File: src/rtl/core/mmc_spi_host_sequencer_unit_defines.svh
// assertion macros shared by the mmc spi host sequencer rtl
`ifndef MMC_SPI_HOST_SEQUENCER_UNIT_DEFINES_SVH
`define MMC_SPI_HOST_SEQUENCER_UNIT_DEFINES_SVH

// checked on every rising edge once reset is released
`define MMC_ASSERT(lbl, prop, msg) \
	lbl: assert property (@(posedge clk) disable iff (!arst_n) prop) else $error(msg);

// checked on every rising edge, reset included
`define MMC_ASSERT_ALWAYS(lbl, prop, msg) \
	lbl: assert property (@(posedge clk) prop) else $error(msg);

`endif

File: src/rtl/core/mmc_pkg.sv
// types and constants of the mmc spi host sequencer
`timescale 1ns / 1ps
package mmc_pkg;

	localparam int CMD_IDX_W = 6;
	localparam int COUNT_W   = 10;
	localparam int FRAME_W   = 4;
	localparam int CFG_IDX_W = 2;

	localparam logic [1:0] CMD_INIT = 2'd0;
	localparam logic [1:0] CMD_READ = 2'd1;
	localparam logic [1:0] CMD_BYTE = 2'd2;

	localparam logic [1:0] ST_BUSY   = 2'd0;
	localparam logic [1:0] ST_DONE   = 2'd1;
	localparam logic [1:0] ST_REJECT = 2'd2;

	localparam logic [CFG_IDX_W-1:0] REG_IDLE_CMD   = 2'd0;
	localparam logic [CFG_IDX_W-1:0] REG_OPMODE_CMD = 2'd1;
	localparam logic [CFG_IDX_W-1:0] REG_READ_CMD   = 2'd2;

	localparam logic [CMD_IDX_W-1:0] IDLE_CMD_RST   = 6'd0;
	localparam logic [CMD_IDX_W-1:0] OPMODE_CMD_RST = 6'd1;
	localparam logic [CMD_IDX_W-1:0] READ_CMD_RST   = 6'd17;

	localparam logic [7:0] CMD_MARK   = 8'h40;
	localparam logic [7:0] IDLE_CRC   = 8'h95;
	localparam logic [7:0] FILL_BYTE  = 8'hFF;
	localparam logic [7:0] DATA_TOKEN = 8'hFE;
	localparam logic [7:0] RESP_IDLE  = 8'h01;
	localparam logic [7:0] RESP_READY = 8'h00;

	localparam logic [FRAME_W-1:0] FRAME_LAST = 4'd8;

	localparam logic OP_INIT = 1'b0;
	localparam logic OP_READ = 1'b1;

	typedef enum logic [3:0] {
		PH_IDLE     = 4'd0,
		PH_WAKE     = 4'd1,
		PH_CMD_IDLE = 4'd2,
		PH_CMD_OP   = 4'd3,
		PH_CMD_READ = 4'd4,
		PH_TOKEN    = 4'd5,
		PH_DATA     = 4'd6,
		PH_CRC      = 4'd7
	} phase_t;

	typedef struct packed {
		logic [1:0]  command;
		logic [31:0] sector_address;
		logic [7:0]  rx_byte;
	} in_item_t;

	typedef struct packed {
		logic       tx_valid;
		logic [7:0] tx_byte;
		logic       card_select;
		logic       data_valid;
		logic [7:0] data_byte;
		logic       data_last;
		logic [1:0] status;
	} out_item_t;

	typedef struct packed {
		logic [CMD_IDX_W-1:0] idle_cmd_index;
		logic [CMD_IDX_W-1:0] opmode_cmd_index;
		logic [CMD_IDX_W-1:0] read_cmd_index;
	} cfg_t;

	typedef struct packed {
		phase_t               phase;
		logic                 operation;
		logic [FRAME_W-1:0]   frame_index;
		logic [COUNT_W-1:0]   byte_count;
		logic [31:0]          address_latch;
		logic [CMD_IDX_W-1:0] command_index;
	} seq_state_t;

endpackage

File: src/rtl/core/mmc_cfg_regs.sv
// command index registers written through the configuration port
`timescale 1ns / 1ps
module mmc_cfg_regs
	import mmc_pkg::*;
(
	input  logic                 clk,
	input  logic                 arst_n,
	input  logic                 cfg_wr_en,
	input  logic [CFG_IDX_W-1:0] cfg_index,
	input  logic [CMD_IDX_W-1:0] cfg_data,
	output cfg_t                 cfg
);

	cfg_t cfg_q;

	always_ff @(posedge clk or negedge arst_n) begin
		if (!arst_n) begin
			cfg_q.idle_cmd_index   <= IDLE_CMD_RST;
			cfg_q.opmode_cmd_index <= OPMODE_CMD_RST;
			cfg_q.read_cmd_index   <= READ_CMD_RST;
		end else if (cfg_wr_en) begin
			unique case (cfg_index)
				REG_IDLE_CMD:   cfg_q.idle_cmd_index   <= cfg_data;
				REG_OPMODE_CMD: cfg_q.opmode_cmd_index <= cfg_data;
				REG_READ_CMD:   cfg_q.read_cmd_index   <= cfg_data;
				default: ;
			endcase
		end
	end

	assign cfg = cfg_q;

endmodule

File: src/rtl/core/mmc_step.sv
// per transaction next state and result logic of the sequencer
`timescale 1ns / 1ps
module mmc_step
	import mmc_pkg::*;
#(
	parameter int SECTOR_BYTES = 512,
	parameter int WAKE_BYTES   = 10
) (
	input  seq_state_t cur,
	input  in_item_t   item,
	input  cfg_t       cfg,
	output seq_state_t nxt,
	output out_item_t  res
);

	logic [COUNT_W-1:0] cnt_inc;
	logic [COUNT_W:0]   cnt_inc_wide;
	logic [7:0]         frame_byte;
	logic               data_valid_c;
	logic [7:0]         data_byte_c;
	logic               data_last_c;
	logic [1:0]         status_c;

	assign cnt_inc      = cur.byte_count + 1'b1;
	assign cnt_inc_wide = {1'b0, cur.byte_count} + 1'b1;

	always_comb begin
		nxt          = cur;
		data_valid_c = 1'b0;
		data_byte_c  = 8'h00;
		data_last_c  = 1'b0;
		status_c     = ST_BUSY;
		unique case (item.command)
			CMD_INIT: begin
				nxt.operation   = OP_INIT;
				nxt.phase       = PH_WAKE;
				nxt.byte_count  = '0;
				nxt.frame_index = '0;
			end
			CMD_READ: begin
				nxt.operation     = OP_READ;
				nxt.byte_count    = '0;
				nxt.phase         = PH_CMD_READ;
				nxt.frame_index   = '0;
				nxt.command_index = cfg.read_cmd_index;
				nxt.address_latch = item.sector_address;
			end
			CMD_BYTE: begin
				unique case (cur.phase)
					PH_WAKE: begin
						nxt.byte_count = cnt_inc;
						if (cnt_inc >= COUNT_W'(WAKE_BYTES)) begin
							nxt.phase         = PH_CMD_IDLE;
							nxt.frame_index   = '0;
							nxt.command_index = cfg.idle_cmd_index;
							nxt.address_latch = '0;
						end
					end
					PH_CMD_IDLE, PH_CMD_OP, PH_CMD_READ: begin
						if (cur.frame_index < FRAME_LAST) begin
							nxt.frame_index = cur.frame_index + 1'b1;
						end else if (cur.phase == PH_CMD_IDLE) begin
							if (item.rx_byte == RESP_IDLE) begin
								nxt.phase         = PH_CMD_OP;
								nxt.frame_index   = '0;
								nxt.command_index = cfg.opmode_cmd_index;
								nxt.address_latch = '0;
							end else begin
								nxt.phase = PH_IDLE;
								status_c  = ST_REJECT;
							end
						end else if (cur.phase == PH_CMD_OP) begin
							if (item.rx_byte == RESP_READY) begin
								nxt.phase = PH_IDLE;
								status_c  = ST_DONE;
							end else begin
								nxt.frame_index = '0;
							end
						end else begin
							nxt.phase = PH_TOKEN;
						end
					end
					PH_TOKEN: begin
						if (item.rx_byte == DATA_TOKEN) begin
							nxt.phase      = PH_DATA;
							nxt.byte_count = '0;
						end
					end
					PH_DATA: begin
						data_valid_c = 1'b1;
						data_byte_c  = item.rx_byte;
						if (cnt_inc_wide >= (COUNT_W+1)'(SECTOR_BYTES)) begin
							data_last_c    = 1'b1;
							nxt.phase      = PH_CRC;
							nxt.byte_count = '0;
						end else begin
							nxt.byte_count = cnt_inc;
						end
					end
					PH_CRC: begin
						nxt.byte_count = cnt_inc;
						if (cnt_inc >= COUNT_W'(2)) begin
							nxt.phase      = PH_IDLE;
							nxt.byte_count = '0;
							status_c       = ST_DONE;
						end
					end
					default: nxt.phase = PH_IDLE;
				endcase
			end
			default: ;
		endcase
	end

	// byte of the command frame for the pending exchange
	always_comb begin
		unique case (nxt.frame_index)
			4'd1:    frame_byte = CMD_MARK | {2'b00, nxt.command_index};
			4'd2:    frame_byte = nxt.address_latch[31:24];
			4'd3:    frame_byte = nxt.address_latch[23:16];
			4'd4:    frame_byte = nxt.address_latch[15:8];
			4'd5:    frame_byte = nxt.address_latch[7:0];
			4'd6:    frame_byte = (nxt.phase == PH_CMD_IDLE) ? IDLE_CRC : FILL_BYTE;
			default: frame_byte = FILL_BYTE;
		endcase
	end

	always_comb begin
		res.data_valid = data_valid_c;
		res.data_byte  = data_byte_c;
		res.data_last  = data_last_c;
		res.status     = status_c;
		unique case (nxt.phase)
			PH_IDLE: begin
				res.tx_valid    = 1'b0;
				res.tx_byte     = 8'h00;
				res.card_select = 1'b0;
			end
			PH_WAKE: begin
				res.tx_valid    = 1'b1;
				res.tx_byte     = FILL_BYTE;
				res.card_select = 1'b0;
			end
			PH_CMD_IDLE, PH_CMD_OP, PH_CMD_READ: begin
				res.tx_valid    = 1'b1;
				res.tx_byte     = frame_byte;
				res.card_select = 1'b1;
			end
			default: begin
				res.tx_valid    = 1'b1;
				res.tx_byte     = FILL_BYTE;
				res.card_select = 1'b1;
			end
		endcase
	end

endmodule

File: src/rtl/core/mmc_spi_host_sequencer_unit.sv
// top level of the mmc spi host sequencer
// Each transaction on the input channel is one step of the card protocol: a start
// of init, a start of a sector read, or the byte received in the last spi exchange.
// Every input transaction yields exactly one output transaction naming the next
// exchange, any sector data byte and the completion status. One transaction is taken
// per clock while the output is not stalled; an accepted input is held in the input
// register, then its result in the result register. The rate is set by the sequencer
// state update, which closes its loop through the step logic once per cycle. The user
// must write command indices through the configuration port only while no transaction
// is in flight; the block does not enforce this. Indices are sampled at the start of each command frame.
`timescale 1ns / 1ps
`include "mmc_spi_host_sequencer_unit_defines.svh"
module mmc_spi_host_sequencer_unit
	import mmc_pkg::*;
#(
	parameter int SECTOR_BYTES = 512,
	parameter int WAKE_BYTES   = 10
) (
	input  logic                 clk,
	input  logic                 arst_n,
	input  logic                 cfg_wr_en,
	input  logic [CFG_IDX_W-1:0] cfg_index,
	input  logic [CMD_IDX_W-1:0] cfg_data,
	input  logic                 in_valid,
	output logic                 in_stall,
	input  in_item_t             in_data,
	output logic                 out_valid,
	input  logic                 out_stall,
	output out_item_t            out_data
);

	cfg_t       cfg;
	seq_state_t state_q;
	seq_state_t state_nxt;
	in_item_t   item_s1;
	logic       item_vld_s1;
	out_item_t  res_nxt;
	out_item_t  res_s2;
	logic       res_vld_s2;
	logic       adv;
	logic       in_take;

	mmc_cfg_regs u_cfg (
		.clk       (clk),
		.arst_n    (arst_n),
		.cfg_wr_en (cfg_wr_en),
		.cfg_index (cfg_index),
		.cfg_data  (cfg_data),
		.cfg       (cfg)
	);

	mmc_step #(
		.SECTOR_BYTES (SECTOR_BYTES),
		.WAKE_BYTES   (WAKE_BYTES)
	) u_step (
		.cur  (state_q),
		.item (item_s1),
		.cfg  (cfg),
		.nxt  (state_nxt),
		.res  (res_nxt)
	);

	assign adv      = item_vld_s1 && (!res_vld_s2 || !out_stall);
	assign in_stall = item_vld_s1 && !adv;
	assign in_take  = in_valid && !in_stall;

	always_ff @(posedge clk or negedge arst_n) begin
		if (!arst_n) begin
			item_vld_s1 <= 1'b0;
		end else if (in_take) begin
			item_vld_s1 <= 1'b1;
		end else if (adv) begin
			item_vld_s1 <= 1'b0;
		end
	end

	always_ff @(posedge clk) begin
		if (in_take) begin
			item_s1 <= in_data;
		end
	end

	always_ff @(posedge clk or negedge arst_n) begin
		if (!arst_n) begin
			state_q.phase         <= PH_IDLE;
			state_q.operation     <= OP_INIT;
			state_q.frame_index   <= '0;
			state_q.byte_count    <= '0;
			state_q.address_latch <= '0;
			state_q.command_index <= '0;
		end else if (adv) begin
			state_q <= state_nxt;
		end
	end

	always_ff @(posedge clk or negedge arst_n) begin
		if (!arst_n) begin
			res_vld_s2 <= 1'b0;
		end else if (adv) begin
			res_vld_s2 <= 1'b1;
		end else if (!out_stall) begin
			res_vld_s2 <= 1'b0;
		end
	end

	always_ff @(posedge clk) begin
		if (adv) begin
			res_s2 <= res_nxt;
		end
	end

	assign out_valid = res_vld_s2;
	assign out_data  = res_s2;

	`MMC_ASSERT(a_last_has_data, res_vld_s2 |-> (!res_s2.data_last || res_s2.data_valid), "data_last without data_valid")
	`MMC_ASSERT(a_end_stops_tx, (res_vld_s2 && res_s2.status != ST_BUSY) |-> !res_s2.tx_valid, "completion status with a pending exchange")
	`MMC_ASSERT(a_tx_matches_phase, $past(adv) |-> (res_s2.tx_valid == (state_q.phase != PH_IDLE)), "pending exchange disagrees with sequencer phase")
	`MMC_ASSERT_ALWAYS(a_stall_needs_item, in_stall |-> item_vld_s1, "input stalled with empty input register")

endmodule

File: config.mk
export PLATFORM = sky130hd
export DESIGN_NAME = mmc_spi_host_sequencer_unit
export DESIGN_NICKNAME = d
export VERILOG_FILES = /design/src/rtl/core/mmc_pkg.sv /design/src/rtl/core/mmc_cfg_regs.sv /design/src/rtl/core/mmc_step.sv /design/src/rtl/core/mmc_spi_host_sequencer_unit.sv
export VERILOG_INCLUDE_DIRS = /design/src /design/src/rtl/core
export SDC_FILE = /design/constraint.sdc
export NUM_CORES = 1
export LEC_CHECK = 0
export BUFFER_PORTS_ARGS = -buffer_cell sky130_fd_sc_hd__buf_2
export CAP_MARGIN = 25
export CORE_ASPECT_RATIO = 0.8
export CORE_MARGIN = 1
export CORE_UTILIZATION = 50
export CTS_BUF_LIST = sky130_fd_sc_hd__clkbuf_2
export DETAILED_ROUTE_END_ITERATION = 10
export GPL_TIMING_DRIVEN = 1
export PLACE_DENSITY = 0.7
export SYNTH_ARGS = -nofsm -noshare
export SYNTH_HDL_FRONTEND = slang
export SYNTH_SLANG_ARGS = --single-unit
File: constraint.sdc
create_clock -name clk -period 3.9 [get_ports clk]
set_input_delay 0.585 -clock clk [delete_from_list [all_inputs] [get_ports clk]]
set_output_delay 0.585 -clock clk [all_outputs]
set_load 0.01 [all_outputs]
==> results.cfg <==
[outcome]
status = completed

[critical_path]
crit_type = reg -> reg
start_kind = flip-flop
r2r_setup_slack_ns = 0.41
end_kind = flip-flop
crit_required_ns = 4.54
r2r_cells = 10
crit_fanout = 36
cp.arrival_ns = 4.13

[final_layout]
nets = 794
regArea_mm2 = 0.00383
syn_to_final_growth_pct = 18.3
num_antenna_cells = 0
multiInputGateArea_mm2 = 0.00297
fillers = 1091
fin_area_mm2 = 0.00834
fin_util_pct = 61.1
instances_no_fill = 925
drive_gt1_share_pct = 23.4

[synth]
synth_top_area_share_pct = 27.3
post-synth-top-area-cell = edfxtp_1
synth_ff_type = dfrtp_1
synthCells = 618
avgSynthCellArea_um2 = 11.4
synth-seq-cells = 140
synth.most_common_cell = dfrtp_1
ys_warn_count = 0
ys_async_sr_fraction_pct = 54.3
synth-edff-count = 64
synth_area_mm2 = 0.00705
synthDistinctLibCells = 79
synthTopCellsByCount = dfrtp_1, edfxtp_1, nand2_1, o21ai_0, a32o_1
syn_nets = 680
ys_seq_area_share_pct = 54.3
synthTopCellsByArea = edfxtp_1, dfrtp_1, a32o_1, a22oi_1, mux2_2

[drt]
wire_per_inst_um = 18.3
wl_um = 17000
post_drt_via_cell_ratio = 6.17
drt-initial-drc-count = 706
dr_total_vias = 5710
final_antenna_net_count = 0
post-route-drc-count = 0
drt_pre_antenna_iters = 6

[placement]
placed_area_mm2 = 0.00757
portBuffers = 78
hpwl_um = 11400
pre_cts_ws_ns = 0.468
dp_cells = 841
gp_congestion = 0.891

[power]
internal-power_uw = 2230
power_density_mw_per_mm2 = 396
swShare_pct = 32.6
power_switching_uw = 1080
seqPwrFrac_pct = 55.9
p_comb_share_pct = 20.6
vdd_drop_max_uv = 375
leakage_uw = 0.00327
power_frac_clock_pct = 23.5

[timing]
rsz0062_at_grt = false
worst_slew_pin_slew_ns = 0.990
setup_viol = 0
setup_slack_ns = 0.411
finalCriticalPeriod_ns = 3.49
final_max_slew_viol_count = 0
post-route-period-util_pct = 89.5
finalSetupTns_ns = 0
relSlewSlack_pct = 33.7
fin_worst_skew_ns = 0.0411
max_freq_ghz = 0.287
finalHoldViolCount = 0

[grt]
grt_pass1_vias = 5383
grt_pass1_wl_um = 27200
antenna_found_initial = 0
grt.overflow.total = 0
grt_usage_pct = 24.1
grt_max_degree = 77

[clock_network]
clock-sinks = 140
clock_path_buffers = 2
cts_max_level = 4
clk_pin_slew_ns = 0.22
cts_tree = built
numCtsBuffers = 17
root_buffer = clkbuf_2
cts_resized = 0
clock_latency_ns = 0.75

[floorplan]
die-area_mm2 = 0.0146
io_pins = 79
fp.coreArea_mm2 = 0.0136
row_count = 38
die_y_um = 108
start_util_pct = 51.7
die_width_um = 135

[worst_hold_path]
holdPathStages = 3
hold_path.class = in -> reg

[flow_run]
maxCapViolCount = 0
## worst max-delay path, cell delays in order (launching register included)
cell      delay, ns
dfrtp_1        0.56
ha_1           0.37
and4_1         0.35
a211oi_1       0.11
a31o_2         0.29
a31oi_4        0.44
o21ai_2        0.14
buf_12         0.19
nand2b_1       0.41
buf_12         0.29
a32o_1         0.20
## stage by stage
step / power [µW] / hold WS, ns
2_1_floorplan: 2280 / 0.289
3_3_place_gp: 2470 / 0.465
3_5_place_dp: 2510 / 0.475
4_1_cts: 3310 / 0.000855
5_1_grt: 3480 / 0.0204
6_report: 3310 / 0.0843
## final cells by class
type | count | share of cell area (%)
Clock buffer | 17 | 1.02
Clock inverter | 15 | 1.56
Inverter | 13 | 0.585
Multi-Input combinational cell | 419 | 35.6
Sequential cell | 140 | 45.9
Tap cell | 180 | 2.70
Timing Repair Buffer | 141 | 12.6
## per-layer routing
| layer | wire length, µm | global-route usage (%) | vias to the layer above | part of all wire (%) |
|---|---|---|---|---|
| met3 | 1360 | 6.61 | 16 | 8.0 |
| met1 | 7540 | 34.4 | 2772 | 44 |
| li1 | - | - | 2665 | - |
| met4 | 125 | 6.18 | 0 | 0.74 |
| met5 | 0 | 0 | - | 0 |
| met2 | 7930 | 36.5 | 257 | 47 |
## flip-flops by register name, summed over array words and instances (netlist names)
| register | cells |
|---|---|
| state_q | 56 |
| item_s1 | 42 |
| out_valid | 1 |
| item_vld_s1 | 1 |
| u_cfg.cfg | 18 |
| out_data | 22 |
## final timing paths
| kind | endpoint | start |
|---|---|---|
| min reg2reg | state_q[5] | state_q[5] |
| max in group asynchronous | u_cfg.cfg[4] | arst_n |
| min in group asynchronous | state_q[43] | arst_n |
| max | state_q[14] | state_q[38] |
| min | out_valid | out_stall |
| max reg2reg | state_q[14] | state_q[38] |
## cell usage in the layout (no fill, tap or decap), types with 4 or more instances in the layout
cell / Yosys / layout
a32o_1: 32 / 32
and2_1: 13 / 11
inv_1: 12 / 12
a21oi_1: 19 / 19
o211ai_1: 4 / 4
nand4_1: 5 / 5
and3_1: 9 / 9
clkbuf_2: 0 / 17
ha_1: 7 / 7
nor3_1: 12 / 12
nand2b_1: 12 / 12
o22ai_1: 12 / 12
dlygate4sd3_1: 0 / 48
o31ai_1: 6 / 6
nor2b_1: 4 / 4
a22oi_1: 31 / 31
buf_4: 1 / 10
nor2_1: 20 / 20
a22o_1: 9 / 9
buf_2: 13 / 78
buf_12: 0 / 4
nor3b_1: 7 / 7
a31oi_1: 16 / 16
a31o_2: 4 / 4
nand3_1: 7 / 7
edfxtp_1: 64 / 64
dfrtp_1: 73 / 73
nand2_1: 54 / 54
inv_6: 0 / 6
mux2_2: 18 / 18
a221oi_1: 8 / 8
a21o_1: 6 / 6
o21ai_0: 35 / 35
## cells by family (layout without fill, tap and decap cells)
kind of cell / after synthesis / count (layout) / share of synthesized area, %
compound gates: 216 / 216 / 23.5
mux: 21 / 21 / 3.30
simple gates: 174 / 174 / 14.0
fa+ha+maj: 7 / 7 / 1.24
buf+inv: 59 / 186 / 3.64
xor+xnor: 1 / 1 / 0.124
flops: 140 / 140 / 54.3
## power by group through the flow
stage	combinational [µW]	sequential, µW	clock [µW]
final	682	1850	776
after global routing	743	1870	866
after CTS	658	1850	801
after detailed placement	626	1880	0
after global placement	606	1870	0
after floorplan	429	1850	0
## what timing repair did
item	4_1_cts	5_1_grt
buffers inserted	0	0
hold buffers	40	8
endpoints found under the hold margin	68	9
No activity file was read; power rests on OpenSTA's default activity.
